### src/fohe_pkg.sv
// Shared types, codes and lookup functions for the FASTA one-hot base encoder.
`default_nettype none

package fohe_pkg;

  // Character codes
  localparam logic [7:0] CharNewline = 8'h0A;
  localparam logic [7:0] CharHeader  = 8'h3E;  // '>'
  localparam logic [7:0] CharSpace   = 8'h20;
  localparam logic [7:0] CharTab     = 8'h09;
  localparam logic [7:0] CharLowA    = 8'h61;
  localparam logic [7:0] CharLowZ    = 8'h7A;
  localparam logic [7:0] CaseOffset  = 8'h20;
  localparam logic [7:0] CharA       = 8'h41;
  localparam logic [7:0] CharT       = 8'h54;
  localparam logic [7:0] CharC       = 8'h43;
  localparam logic [7:0] CharG       = 8'h47;

  // One-hot code anchors
  localparam logic [3:0]  SingleTop = 4'h8;
  localparam logic [15:0] PairTop   = 16'h8000;

  // Configuration port
  localparam int unsigned CfgIdxW  = 1;
  localparam int unsigned CfgDataW = 1;
  localparam logic [CfgIdxW-1:0] CfgPairMode   = 1'b0;
  localparam logic [CfgIdxW-1:0] CfgComplement = 1'b1;

  // Result kinds
  typedef enum logic [1:0] {
    KIND_BASE   = 2'd0,
    KIND_RECORD = 2'd1,
    KIND_NAME   = 2'd2
  } kind_e;

  typedef struct packed {
    kind_e       kind;
    logic [15:0] code;
    logic [7:0]  name_char;
  } res_t;

  // Upper-case only 'a'..'z'
  function automatic logic [7:0] upper_byte(input logic [7:0] c);
    if (c >= CharLowA && c <= CharLowZ) begin
      return c - CaseOffset;
    end
    return c;
  endfunction

  // Bit 2 flags an unknown symbol; bits 1:0 give the position in the base order
  function automatic logic [2:0] base_index(input logic [7:0] c, input logic inverse);
    logic [2:0] idx;
    case (c)
      CharA:   idx = inverse ? 3'd1 : 3'd0;
      CharT:   idx = inverse ? 3'd0 : 3'd1;
      CharC:   idx = inverse ? 3'd3 : 3'd2;
      CharG:   idx = inverse ? 3'd2 : 3'd3;
      default: idx = 3'd4;
    endcase
    return idx;
  endfunction

  function automatic logic [15:0] single_code(input logic [7:0] c, input logic inverse);
    logic [2:0] i;
    i = base_index(c, inverse);
    if (i[2]) begin
      return 16'h0000;
    end
    return {12'h000, SingleTop >> i[1:0]};
  endfunction

  function automatic logic [15:0] pair_code(input logic [7:0] first, input logic [7:0] second,
                                            input logic inverse);
    logic [2:0] i;
    logic [2:0] j;
    i = base_index(first, inverse);
    j = base_index(second, inverse);
    if (i[2] || j[2]) begin
      return 16'h0000;
    end
    return PairTop >> {i[1:0], j[1:0]};
  endfunction

endpackage

`default_nettype wire

### src/fohe_if.sv
// Valid/ready channel interfaces for text input beats and result beats.
`default_nettype none

interface fohe_char_if;
  logic       valid;
  logic       ready;
  logic [7:0] char_in;

  modport source (output valid, output char_in, input ready);
  modport sink   (input valid, input char_in, output ready);
endinterface

interface fohe_res_if;
  logic        valid;
  logic        ready;
  logic [1:0]  kind;
  logic [15:0] code;
  logic [7:0]  name_char;

  modport source (output valid, output kind, output code, output name_char, input ready);
  modport sink   (input valid, input kind, input code, input name_char, output ready);
endinterface

`default_nettype wire

### src/fohe_parser.sv
// FASTA line parser: record state, configuration registers and base encoding.
`default_nettype none

module fohe_parser (
  input  wire logic                         clk_i,
  input  wire logic                         rst_ni,
  input  wire logic                         cfg_we_i,
  input  wire logic [fohe_pkg::CfgIdxW-1:0]  cfg_idx_i,
  input  wire logic [fohe_pkg::CfgDataW-1:0] cfg_wdata_i,
  input  wire logic                         accept_i,
  input  wire logic [7:0]                   char_i,
  output logic                              push_o,
  output fohe_pkg::res_t                    res_o
);
  import fohe_pkg::*;

  logic       pair_mode_q, complement_q;
  logic       line_start_q, line_start_d;
  logic       in_header_q, in_header_d;
  logic       name_ended_q, name_ended_d;
  logic       record_open_q, record_open_d;
  logic       have_prev_q, have_prev_d;
  logic [7:0] prev_char_q, prev_char_d;
  logic [7:0] up_char;
  logic       emit;

  assign up_char = upper_byte(char_i);

  // Classify the beat and build its result
  always_comb begin
    line_start_d  = line_start_q;
    in_header_d   = in_header_q;
    name_ended_d  = name_ended_q;
    record_open_d = record_open_q;
    have_prev_d   = have_prev_q;
    prev_char_d   = prev_char_q;
    emit          = 1'b0;
    res_o         = '{kind: KIND_BASE, code: 16'h0000, name_char: 8'h00};

    if (char_i == CharNewline) begin
      line_start_d = 1'b1;
      in_header_d  = 1'b0;
    end else if (line_start_q && char_i == CharHeader) begin
      line_start_d  = 1'b0;
      in_header_d   = 1'b1;
      name_ended_d  = 1'b0;
      record_open_d = 1'b1;
      have_prev_d   = 1'b0;
      prev_char_d   = 8'h00;
      emit          = 1'b1;
      res_o.kind    = KIND_RECORD;
    end else begin
      line_start_d = 1'b0;
      if (in_header_q) begin
        if (!name_ended_q) begin
          if (char_i == CharSpace || char_i == CharTab) begin
            name_ended_d = 1'b1;
          end else begin
            emit            = 1'b1;
            res_o.kind      = KIND_NAME;
            res_o.name_char = char_i;
          end
        end
      end else if (record_open_q) begin
        prev_char_d = up_char;
        have_prev_d = 1'b1;
        if (!pair_mode_q) begin
          emit       = 1'b1;
          res_o.code = single_code(up_char, complement_q);
        end else if (have_prev_q) begin
          emit       = 1'b1;
          res_o.code = pair_code(prev_char_q, up_char, complement_q);
        end
      end
    end
  end

  assign push_o = accept_i && emit;

  // Advance parser state on each accepted beat; take configuration writes
  always_ff @(posedge clk_i or negedge rst_ni) begin
    if (!rst_ni) begin
      pair_mode_q   <= 1'b1;
      complement_q  <= 1'b0;
      line_start_q  <= 1'b1;
      in_header_q   <= 1'b0;
      name_ended_q  <= 1'b0;
      record_open_q <= 1'b0;
      have_prev_q   <= 1'b0;
      prev_char_q   <= 8'h00;
    end else begin
      if (cfg_we_i && cfg_idx_i == CfgPairMode) begin
        pair_mode_q <= cfg_wdata_i[0];
      end
      if (cfg_we_i && cfg_idx_i == CfgComplement) begin
        complement_q <= cfg_wdata_i[0];
      end
      if (accept_i) begin
        line_start_q  <= line_start_d;
        in_header_q   <= in_header_d;
        name_ended_q  <= name_ended_d;
        record_open_q <= record_open_d;
        have_prev_q   <= have_prev_d;
        prev_char_q   <= prev_char_d;
      end
    end
  end

endmodule

`default_nettype wire

### src/fohe_out_buf.sv
// Two-entry result buffer that decouples the output handshake from the parser.
`default_nettype none

module fohe_out_buf (
  input  wire logic           clk_i,
  input  wire logic           rst_ni,
  input  wire logic           push_i,
  input  wire fohe_pkg::res_t res_i,
  output logic                space_o,
  output logic                valid_o,
  input  wire logic           ready_i,
  output fohe_pkg::res_t      res_o
);
  import fohe_pkg::*;

  res_t       slot_q [2];
  logic       wr_ptr_q, rd_ptr_q;
  logic [1:0] count_q;
  logic       pop;

  assign valid_o = count_q != 2'd0;
  assign space_o = count_q != 2'd2;
  assign pop     = valid_o && ready_i;
  assign res_o   = slot_q[rd_ptr_q];

  // Store pushed results
  always_ff @(posedge clk_i) begin
    if (push_i) begin
      slot_q[wr_ptr_q] <= res_i;
    end
  end

  // Track pointers and fill level
  always_ff @(posedge clk_i or negedge rst_ni) begin
    if (!rst_ni) begin
      wr_ptr_q <= 1'b0;
      rd_ptr_q <= 1'b0;
      count_q  <= 2'd0;
    end else begin
      if (push_i) begin
        wr_ptr_q <= ~wr_ptr_q;
      end
      if (pop) begin
        rd_ptr_q <= ~rd_ptr_q;
      end
      if (push_i && !pop) begin
        count_q <= count_q + 2'd1;
      end else if (pop && !push_i) begin
        count_q <= count_q - 2'd1;
      end
    end
  end

endmodule

`default_nettype wire

### src/fasta_onehot_base_encoder_core.sv
// Top level of the FASTA one-hot base encoder.
// Each result beat is registered in the two-entry result buffer before it is driven out.
// Throughput: one text beat per cycle; the two-entry result buffer keeps input
// open while one result waits, and input stalls only when both entries are full.
// Reset: asynchronous, active low; clears parser state and buffer, sets pair mode.
`default_nettype none

module fasta_onehot_base_encoder_core (
  input  wire logic                         clk_i,
  input  wire logic                         rst_ni,
  input  wire logic                         cfg_we_i,
  input  wire logic [fohe_pkg::CfgIdxW-1:0]  cfg_idx_i,
  input  wire logic [fohe_pkg::CfgDataW-1:0] cfg_wdata_i,
  fohe_char_if.sink                         chr_i,
  fohe_res_if.source                        res_o
);
  import fohe_pkg::*;

  logic accept;
  logic push;
  logic space;
  res_t parsed;
  res_t head;

  assign chr_i.ready = space;
  assign accept      = chr_i.valid && space;

  fohe_parser u_parser (
    .clk_i       (clk_i),
    .rst_ni      (rst_ni),
    .cfg_we_i    (cfg_we_i),
    .cfg_idx_i   (cfg_idx_i),
    .cfg_wdata_i (cfg_wdata_i),
    .accept_i    (accept),
    .char_i      (chr_i.char_in),
    .push_o      (push),
    .res_o       (parsed)
  );

  fohe_out_buf u_out_buf (
    .clk_i   (clk_i),
    .rst_ni  (rst_ni),
    .push_i  (push),
    .res_i   (parsed),
    .space_o (space),
    .valid_o (res_o.valid),
    .ready_i (res_o.ready),
    .res_o   (head)
  );

  // Drive result beat payload
  assign res_o.kind      = head.kind;
  assign res_o.code      = head.code;
  assign res_o.name_char = head.name_char;

  // Base results carry at most one hot bit
  a_code_onehot: assert property (@(posedge clk_i) disable iff (!rst_ni)
    res_o.valid && res_o.kind == KIND_BASE |-> $onehot0(res_o.code))
    else $error("base code has more than one bit set");

  // Record and name results carry no code
  a_code_zero: assert property (@(posedge clk_i) disable iff (!rst_ni)
    res_o.valid && res_o.kind != KIND_BASE |-> res_o.code == 16'h0000)
    else $error("non-base result carries a code");

  // Input stalls only while results are waiting
  a_stall_cause: assert property (@(posedge clk_i) disable iff (!rst_ni)
    !chr_i.ready |-> res_o.valid)
    else $error("input stalled with empty result buffer");

  // An accepted record-start byte leaves a result valid on the output next cycle
  a_record_next: assert property (@(posedge clk_i) disable iff (!rst_ni)
    push && parsed.kind == KIND_RECORD |=> res_o.valid)
    else $error("record start result lost");

endmodule

`default_nettype wire
### src/flat_wrapper.sv
// flat-port wrapper written by rule: the top's interface ports become plain ports
module fasta_onehot_base_encoder_core_flat import fohe_pkg::*;
  (clk_i, rst_ni, cfg_we_i, cfg_idx_i, cfg_wdata_i, chr_i_valid, chr_i_char_in, chr_i_ready, res_o_valid, res_o_kind, res_o_code, res_o_name_char, res_o_ready);
  fohe_char_if chr_i_i ();
  fohe_res_if res_o_i ();
  input  wire logic clk_i;
  input  wire logic rst_ni;
  input  wire logic cfg_we_i;
  input  wire logic [fohe_pkg::CfgIdxW-1:0] cfg_idx_i;
  input  wire logic [fohe_pkg::CfgDataW-1:0] cfg_wdata_i;
  input wire logic [$bits(chr_i_i.valid)-1:0] chr_i_valid;
  input wire logic [$bits(chr_i_i.char_in)-1:0] chr_i_char_in;
  output wire logic [$bits(chr_i_i.ready)-1:0] chr_i_ready;
  output wire logic [$bits(res_o_i.valid)-1:0] res_o_valid;
  output wire logic [$bits(res_o_i.kind)-1:0] res_o_kind;
  output wire logic [$bits(res_o_i.code)-1:0] res_o_code;
  output wire logic [$bits(res_o_i.name_char)-1:0] res_o_name_char;
  input wire logic [$bits(res_o_i.ready)-1:0] res_o_ready;
  assign chr_i_i.valid = chr_i_valid;
  assign chr_i_i.char_in = chr_i_char_in;
  assign chr_i_ready = chr_i_i.ready;
  assign res_o_valid = res_o_i.valid;
  assign res_o_kind = res_o_i.kind;
  assign res_o_code = res_o_i.code;
  assign res_o_name_char = res_o_i.name_char;
  assign res_o_i.ready = res_o_ready;
  fasta_onehot_base_encoder_core u_core (.clk_i(clk_i), .rst_ni(rst_ni), .cfg_we_i(cfg_we_i), .cfg_idx_i(cfg_idx_i), .cfg_wdata_i(cfg_wdata_i), .chr_i(chr_i_i), .res_o(res_o_i));
endmodule
### config.mk
export PLATFORM = sky130hd
export DESIGN_NAME = fasta_onehot_base_encoder_core_flat
export DESIGN_NICKNAME = d
export VERILOG_FILES = /design/src/fohe_pkg.sv /design/src/fohe_if.sv /design/src/fohe_parser.sv /design/src/fohe_out_buf.sv /design/src/fasta_onehot_base_encoder_core.sv /design/src/flat_wrapper.sv
export SDC_FILE = /design/constraint.sdc
export NUM_CORES = 1
export LEC_CHECK = 0
export BUFFER_PORTS_ARGS = -buffer_cell sky130_fd_sc_hd__buf_2
export CAP_MARGIN = 5
export CORE_MARGIN = 2
export CORE_UTILIZATION = 57
export CTS_CLUSTER_SIZE = 20
export DETAILED_ROUTE_END_ITERATION = 8
export PLACE_DENSITY = 0.79
export SETUP_SLACK_MARGIN = 0.2
export SYNTH_ARGS = -nofsm -noshare
export SYNTH_HDL_FRONTEND = slang
export SYNTH_SLANG_ARGS = --single-unit
export TNS_END_PERCENT = 20
### constraint.sdc
create_clock -name clk_i -period 3.68 [get_ports clk_i]
set_input_delay 0.92 -clock clk_i [delete_from_list [all_inputs] [get_ports clk_i]]
set_output_delay 0.92 -clock clk_i [all_outputs]
set_load 0.03 [all_outputs]
# --- Yosys cells after proc, flatten, opt, wreduce, memory -nomap -nowiden ---
# Memories as Yosys holds them, arrays and structs flattened.
# Index checks and enable logic that the tools add are counted.
word_totals:
  reg_bits: 19
  wordCells: 140
  output_inout_bits: 28
  in_bits: 15
  ramBits: 52
  mem_count: 1
op_classes:
  mux: 81
  n_eq_ne: 14
  n_reduce_logical: 22
  shifts: 2
  add_sub_neg: 3
  n_bitwise: 4
  order_cmp: 2
memory_table:
  columns: ["memory", "depth", "word_bits", "rd", "rd_ports_with_merged_regs", "write_ports", "line", "text"]
  rows:
  - ["u_core.u_out_buf.slot_q", 2, 26, 1, 0, 1, "fohe_out_buf.sv:16", "res_t slot_q [2];"]
op_table:
  columns: ["operator", "count"]
  rows:
  - ["$mux 16", 8]
  - ["$eq 8x7->1 const B", 8]
  - ["$mux 8", 8]
  - ["$mux 3", 17]
  - ["$mux 1", 38]
  - ["$mux 26", 1]
  - ["$mux 24", 1]
  - ["$pmux 3 s4", 2]
  - ["$eq 8x4->1 const B", 2]
  - ["$eq 8x6->1 const B", 2]
  - ["$shr 16x4->16 const A", 1]
  - ["$mux 2", 6]
  - ["$reduce_bool 2->1", 5]
  - ["$logic_and 1x1->1", 9]
  - ["$ge 8x7->1 const B", 1]
  - ["$le 8x7->1 const B", 1]
  - ["$sub 8x6->8 const B", 1]
  - ["$reduce_and 3->1", 2]
  - ["$not 1->1", 4]
  - ["$reduce_and 4->1", 1]
  - ["$shr 4x2->4 const A", 1]
  - ["$add 2x1->2 const B", 1]
  - ["$logic_not 1->1", 2]
  - ["$logic_or 1x1->1", 2]
  - ["4 further kinds", 4]

# --- Depth between registers and ports, before layout ---
logic_depth:
  word_depth: 27
  ltp_mapped: 10
  mapped_depth_nobuf: 10

# --- Cells and area by module ---
# Synthesis repeated with hierarchy kept, for this count alone.
hier_totals:
  cells_unflattened: 251
  area_unflattened_um2: 3407.0
by_module_without_submodules:
  columns: ["module", "area_per_inst_um2", "n_inst", "seq_area_each_um2", "cells_each"]
  rows:
  - ["fohe_out_buf", 2165.8, 1, 1661.6, 97]
  - ["fohe_parser", 1234.9, 1, 377.9, 153]
  - ["fasta_onehot_base_encoder_core", 6.3, 1, 0.0, 1]

# --- Least setup slack after synthesis ---
# OpenSTA, ideal clock, no wires.
synth_path:
  path_type: "in2reg"
  startpoint: "in chr_i_char_in[6]"
  endpoint: "mem u_core.u_out_buf.slot_q[0][0] in the netlist's numbering, enable pin"
  t_required_ns: 3.268
  path_stages: 5
  n_path_buf: 0
  t_arrival_ns: 3.079
  slack_ns: 0.189
  path_cell_list: "nand4bb_1 or2_2 nor2_4 o31a_1 nor2b_1"
synth_between:
  elab_chain_len: 10
  elab_cells_between_ends: 14
synth_lines:
  columns: ["item", "line", "text"]
  rows:
  - ["start, declared", "flat_wrapper.sv:12", "input wire logic [$bits(chr_i_i.char_in)-1:0] chr_i_char_in;"]
  - ["$eq 8x6->1 / $eq 8x4->1 (equally long branches)", "fohe_parser.sv:56", "if (char_i == CharSpace || char_i == CharTab) begin"]
  - ["$logic_or 1x1->1", "fohe_parser.sv:56", null]
  - ["$mux 1", "fohe_parser.sv:56", null]
  - ["$mux 1", "fohe_parser.sv:55", "if (!name_ended_q) begin"]
  - ["$mux 1", "fohe_parser.sv:54", "if (in_header_q) begin"]
  - ["$mux 1", "fohe_parser.sv:43", "end else if (line_start_q && char_i == CharHeader) begin"]
  - ["$mux 1 *", "fohe_parser.sv:40", "if (char_i == CharNewline) begin"]
  - ["$logic_and 1x1->1 *", "fohe_parser.sv:78", "assign push_o = accept_i && emit;"]
  - ["via u_core.push", "fasta_onehot_base_encoder_core.sv:20", "logic push;"]
  - ["$mux 1 *", "fohe_out_buf.sv:28", "if (push_i) begin"]
  - ["$mux 1 (not written as such) *", "fohe_out_buf.sv:29", "slot_q[wr_ptr_q] <= res_i;"]
  - ["end, declared", "fohe_out_buf.sv:16", null]
# The timed path passes the listed nets; every way through them passes the cells marked *.

# --- Worst setup path in the final report ---
layout_path:
  startpoint: "in chr_i_char_in[6]"
  endpoint: "mem u_core.u_out_buf.slot_q[0][22] in the netlist's numbering, enable pin"
# Same word-level chain as after synthesis.

==> parameters.txt <==
Parameter                              Value

Run status
  Run status ... finished clean

Floorplan
  Top-Level Pins ... 43
  Y dimension of the die ... 80.1 um
  Site row count ... 27
  Effective utilization at floorplan ... 59.6%
  Total Die Area ... 6420 sq um
  Die width ... 80.1 um
  Core area ... 5540 sq um

STA
  Transition time at the pin with the least slew margin ... 0.634 ns
  Final setup violation count ... 0
  Setup Skew ... 0.00739 ns
  Post-route minimum period ... 2.68 ns
  Final worst-path cycle share ... 72.8%
  Hold WS ... 0.488 ns
  Final-report hold violation count ... 0
  Highest clock rate ... 0.373 GHz
  Worst path setup slack after routing ... 1.00 ns
  Post-route setup TNS ... 0 ns
  Unrepaired setup endpoints after global routing ... no
  Relative slew slack ... 57.1%
  Final slew viol count ... 0

Worst setup path
  Register-to-Register Setup Slack ... 1.56 ns
  Critical path start-end classification ... in -> reg
  Crit Path Max Fanout ... 26
  Critical R2R Capture ... u_core.u_out_buf.slot_q[0][21]
  Sort of element at the end of the critical path ... flop
  Depth of the most critical reg-to-reg path ... 5
  Reg-to-reg startpoint ... u_core.u_parser.prev_char_q[3]
  Type of origin of the critical path ... input pin
  Worst path required time ... 3.69 ns
  Critical path arrival ... 2.69 ns

Yosys
  Sequential-to-total area share from yosys stat ... 61.8%
  Proportion of register bits with asynchronous set or reset after synthesis ... 26.8%
  Post-Synth Adder-Cell Area ... 1.14%
  Simple-gate portion of the synthesized area ... 15.8%
  Register bit count reported by yosys ... 71
  Largest family of logic cells by synthesized area ... simple AND/OR/NAND/NOR gates
  Yosys warnings ... 0
  Cells after synthesis ... 248
  Mapped cell area ... 3300 sq um
  Net count of the mapped netlist ... 266
  Post-synthesis mux area share ... 10.5%
  Post-synthesis compound-gate area fraction ... 6.94%
  Post-synthesis average cell area ... 13.3 sq um
  Primary flip-flop cell chosen by synthesis mapping ... sky130_fd_sc_hd__edfxtp_1
  Synth Area in XOR/XNOR ... 1.86%
  Unique cell type count in the Yosys netlist ... 51
  EDFF count, synth ... 52

Layout
  Post-synthesis to final-layout area growth ... 15.5%
  Total inserted antenna cells ... 0
  FILL cells ... 410
  Fraction of final layout cells with drive strength greater than 1 ... 32.8%
  Nets@finish ... 313

Route
  Mean number of vias per cell ... 5.77
  Routed via count ... 2,141
  Count of nets left with antenna violations after detail routing ... 0
  First-pass DRT Iterations ... 4
  First-iteration detailed-routing DRC count ... 143
  WL/cell ... 16.6 um
  Post-detailed-route DRC marker count ... 0
  Detailed Route WL ... 6170 um

Min path
  Launch point of the worst hold path ... u_core.u_out_buf.count_q[1]
  HP Class ... reg -> reg
  Endpoint, Worst Hold ... u_core.u_out_buf.count_q[1]
  Hold depth ... 1

Clock tree
  CTS Hold Bufs ... 0
  Clock slew seen by the registers of the worst setup and hold paths ... 0.07 ns
  Number of clock sinks seen by CTS ... 71
  Number of buffers on the longest clock path ... 2
  TritonCTS Buffers ... 9
  Root buffer selected by CTS ... sky130_fd_sc_hd__clkbuf_8
  H-tree depth ... 3
  CTS tree ... built
  Post-CTS sizing ... 0
  Clock latency reported for the late side of the worst-skew pair ... 0.35 ns
  Number of buffers inserted to repair setup after CTS ... 0

Global route
  Maximum number of pins on one net before global-route repair ... 28
  Initial antenna violation count ... 0
  First-pass GRT wire length ... 9920 um
  Overflow after GRT ... 0
  Number of global-route vias before repair ... 2,124
  Overall track demand over capacity in global routing ... 21.2%

Pwr
  Pwr/cell area ... 618 nW/um^2
  Total power consumption of the routed design ... 0.00236 W
  IR drop worst, VDD ... 0.498 mV
  Leakage power figure ... 1.45 nW

Place
  Placer congestion estimate ... 0.886
  HPWL reported at the end of detailed placement ... 4050 um
  Setup WS pre-CTS ... 0.710 ns
  Number of buffer cells added on primary ports ... 42

Flow run
  # Max-Cap Violations ... 0
## layout make-up
class                           count  area [sq um]  share of cell area [%]
Clock buffer                        9           124                    3.25
Clock inverter                      6           110                    2.89
Inverter                            5          18.8                   0.492
Multi-Input combinational cell    163          1200                    31.4
Sequential cell                    71          2040                    53.5
Tap cell                           72          90.1                    2.36
Timing Repair Buffer               45           233                    6.10
## registers in the layout (all words and copies together), names as in the netlist
signal	flops
u_core.u_parser.complement_q	1
u_core.u_parser.in_header_q	1
u_core.u_parser.pair_mode_q	1
u_core.u_parser.have_prev_q	1
u_core.u_parser.prev_char_q	8
u_core.u_out_buf.rd_ptr_q	1
u_core.u_out_buf.wr_ptr_q	1
u_core.u_out_buf.slot_q	52
u_core.u_parser.name_ended_q	1
u_core.u_out_buf.count_q	2
u_core.u_parser.record_open_q	1
u_core.u_parser.line_start_q	1
## logic make-up after synthesis
| family | Yosys count |
|---|---|
| AND/OR/NAND/NOR | 92 |
| flip-flops | 71 |
| multiplexers | 31 |
| AO/OA/AOI/OAI | 30 |
| buffers and inverters | 14 |
| XOR/XNOR | 7 |
| adder cells (fa/ha/maj) | 3 |
## critical path, stage by stage
cell                      delay (ns)
sky130_fd_sc_hd__buf_2          0.15
sky130_fd_sc_hd__inv_1          0.09
sky130_fd_sc_hd__ha_1           0.18
sky130_fd_sc_hd__or4b_1         0.18
sky130_fd_sc_hd__nor2_1         0.04
sky130_fd_sc_hd__nor3b_1        0.35
sky130_fd_sc_hd__o31a_1         0.28
sky130_fd_sc_hd__nor2b_2        0.16
sky130_fd_sc_hd__buf_4          0.33
## where the power goes
group | internal [W] | switching [W]
sequential | 0.000873 | 0.0000201
clock | 0.000445 | 0.000282
combinational | 0.000275 | 0.000462
## cells in the final DEF, fill, tap and decap left out, types with 3 or more instances in the layout
| master | netlist | layout |
|---|---|---|
| sky130_fd_sc_hd__xnor2_1 | 3 | 3 |
| sky130_fd_sc_hd__edfxtp_1 | 52 | 52 |
| sky130_fd_sc_hd__a21oi_1 | 4 | 4 |
| sky130_fd_sc_hd__buf_4 | 1 | 3 |
| sky130_fd_sc_hd__mux2i_1 | 3 | 3 |
| sky130_fd_sc_hd__nand2_1 | 9 | 9 |
| sky130_fd_sc_hd__nor3b_1 | 3 | 3 |
| sky130_fd_sc_hd__o21ai_0 | 5 | 5 |
| sky130_fd_sc_hd__xor2_1 | 4 | 4 |
| sky130_fd_sc_hd__nor3_1 | 10 | 10 |
| sky130_fd_sc_hd__clkbuf_8 | 0 | 9 |
| sky130_fd_sc_hd__or2_2 | 3 | 3 |
| sky130_fd_sc_hd__nor2b_1 | 5 | 4 |
| sky130_fd_sc_hd__inv_1 | 5 | 5 |
| sky130_fd_sc_hd__bufinv_16 | 0 | 3 |
| sky130_fd_sc_hd__a22o_1 | 6 | 6 |
| sky130_fd_sc_hd__nor2_1 | 25 | 25 |
| sky130_fd_sc_hd__dfrtp_1 | 17 | 17 |
| sky130_fd_sc_hd__ha_1 | 3 | 3 |
| sky130_fd_sc_hd__nor4b_1 | 3 | 3 |
| sky130_fd_sc_hd__nand4_1 | 3 | 3 |
| sky130_fd_sc_hd__buf_2 | 2 | 42 |
| sky130_fd_sc_hd__and2_1 | 9 | 9 |
| sky130_fd_sc_hd__mux2_2 | 28 | 28 |
| sky130_fd_sc_hd__a31oi_1 | 3 | 3 |
| sky130_fd_sc_hd__nand3_1 | 3 | 3 |
| sky130_fd_sc_hd__nand2b_1 | 3 | 3 |
## per-layer routing
layer | wire length (um) | vias up | track usage, %
met3 | 347 | 12 | 5.96
met5 | 0 | - | 0
met4 | 140 | 0 | 11.9
met2 | 3000 | 61 | 33.2
li1 | - | 1016 | -
met1 | 2680 | 1052 | 26.5
## worst max path at each step
| stage | startpoint | to | slack (ns) |
|---|---|---|---|
| floorplan | chr_i_char_in[6] | u_core.u_out_buf.slot_q[0][0] | 0.67 |
| global placement | chr_i_char_in[6] | u_core.u_out_buf.slot_q[0][22] | 0.71 |
| detailed placement | chr_i_char_in[6] | u_core.u_out_buf.slot_q[0][22] | 0.71 |
| CTS | chr_i_char_in[1] | u_core.u_out_buf.slot_q[1][9] | 1.03 |
| global route | chr_i_char_in[5] | u_core.u_out_buf.slot_q[1][9] | 0.84 |
| finish | chr_i_char_in[6] | u_core.u_out_buf.slot_q[0][22] | 1.00 |
## Yosys cell counts, types with 3 or more instances
| cell type | number | area share (%) |
|---|---|---|
| sky130_fd_sc_hd__nand2_1 | 9 | 1.0 |
| sky130_fd_sc_hd__or2_2 | 3 | 0.57 |
| sky130_fd_sc_hd__clkbuf_1 | 4 | 0.45 |
| sky130_fd_sc_hd__inv_1 | 5 | 0.57 |
| sky130_fd_sc_hd__nor4b_1 | 3 | 0.80 |
| sky130_fd_sc_hd__nand2b_1 | 3 | 0.57 |
| sky130_fd_sc_hd__a22o_1 | 6 | 1.6 |
| sky130_fd_sc_hd__nor3b_1 | 3 | 0.68 |
| sky130_fd_sc_hd__edfxtp_1 | 52 | 47 |
| sky130_fd_sc_hd__a21oi_1 | 4 | 0.61 |
| sky130_fd_sc_hd__o21ai_0 | 5 | 0.76 |
| sky130_fd_sc_hd__xnor2_1 | 3 | 0.80 |
| sky130_fd_sc_hd__nand3_1 | 3 | 0.45 |
| sky130_fd_sc_hd__mux2i_1 | 3 | 0.91 |
| sky130_fd_sc_hd__ha_1 | 3 | 1.1 |
| sky130_fd_sc_hd__nor3_1 | 10 | 1.5 |
| sky130_fd_sc_hd__nor2b_1 | 5 | 0.95 |
| sky130_fd_sc_hd__a31oi_1 | 3 | 0.57 |
| sky130_fd_sc_hd__nand4_1 | 3 | 0.57 |
| sky130_fd_sc_hd__mux2_2 | 28 | 9.6 |
| sky130_fd_sc_hd__dfrtp_1 | 17 | 13 |
| sky130_fd_sc_hd__and2_1 | 9 | 1.7 |
| sky130_fd_sc_hd__nor2_1 | 25 | 2.8 |
| sky130_fd_sc_hd__xor2_1 | 4 | 1.1 |
## stage by stage
| stage | instance area [sq um] | std cells | util [%] |
|---|---|---|---|
| 2_1_floorplan | 3300 | 248 | - |
| 3_3_place_gp | 3580 | 356 | 64.6 |
| 3_5_place_dp | 3580 | 356 | 64.6 |
| 4_1_cts | 3810 | 371 | 68.8 |
| 5_1_grt | 3810 | 371 | 68.8 |
| 6_report | 3810 | 371 | 68.8 |
Note: power is estimated with default switching activity, not from simulation.
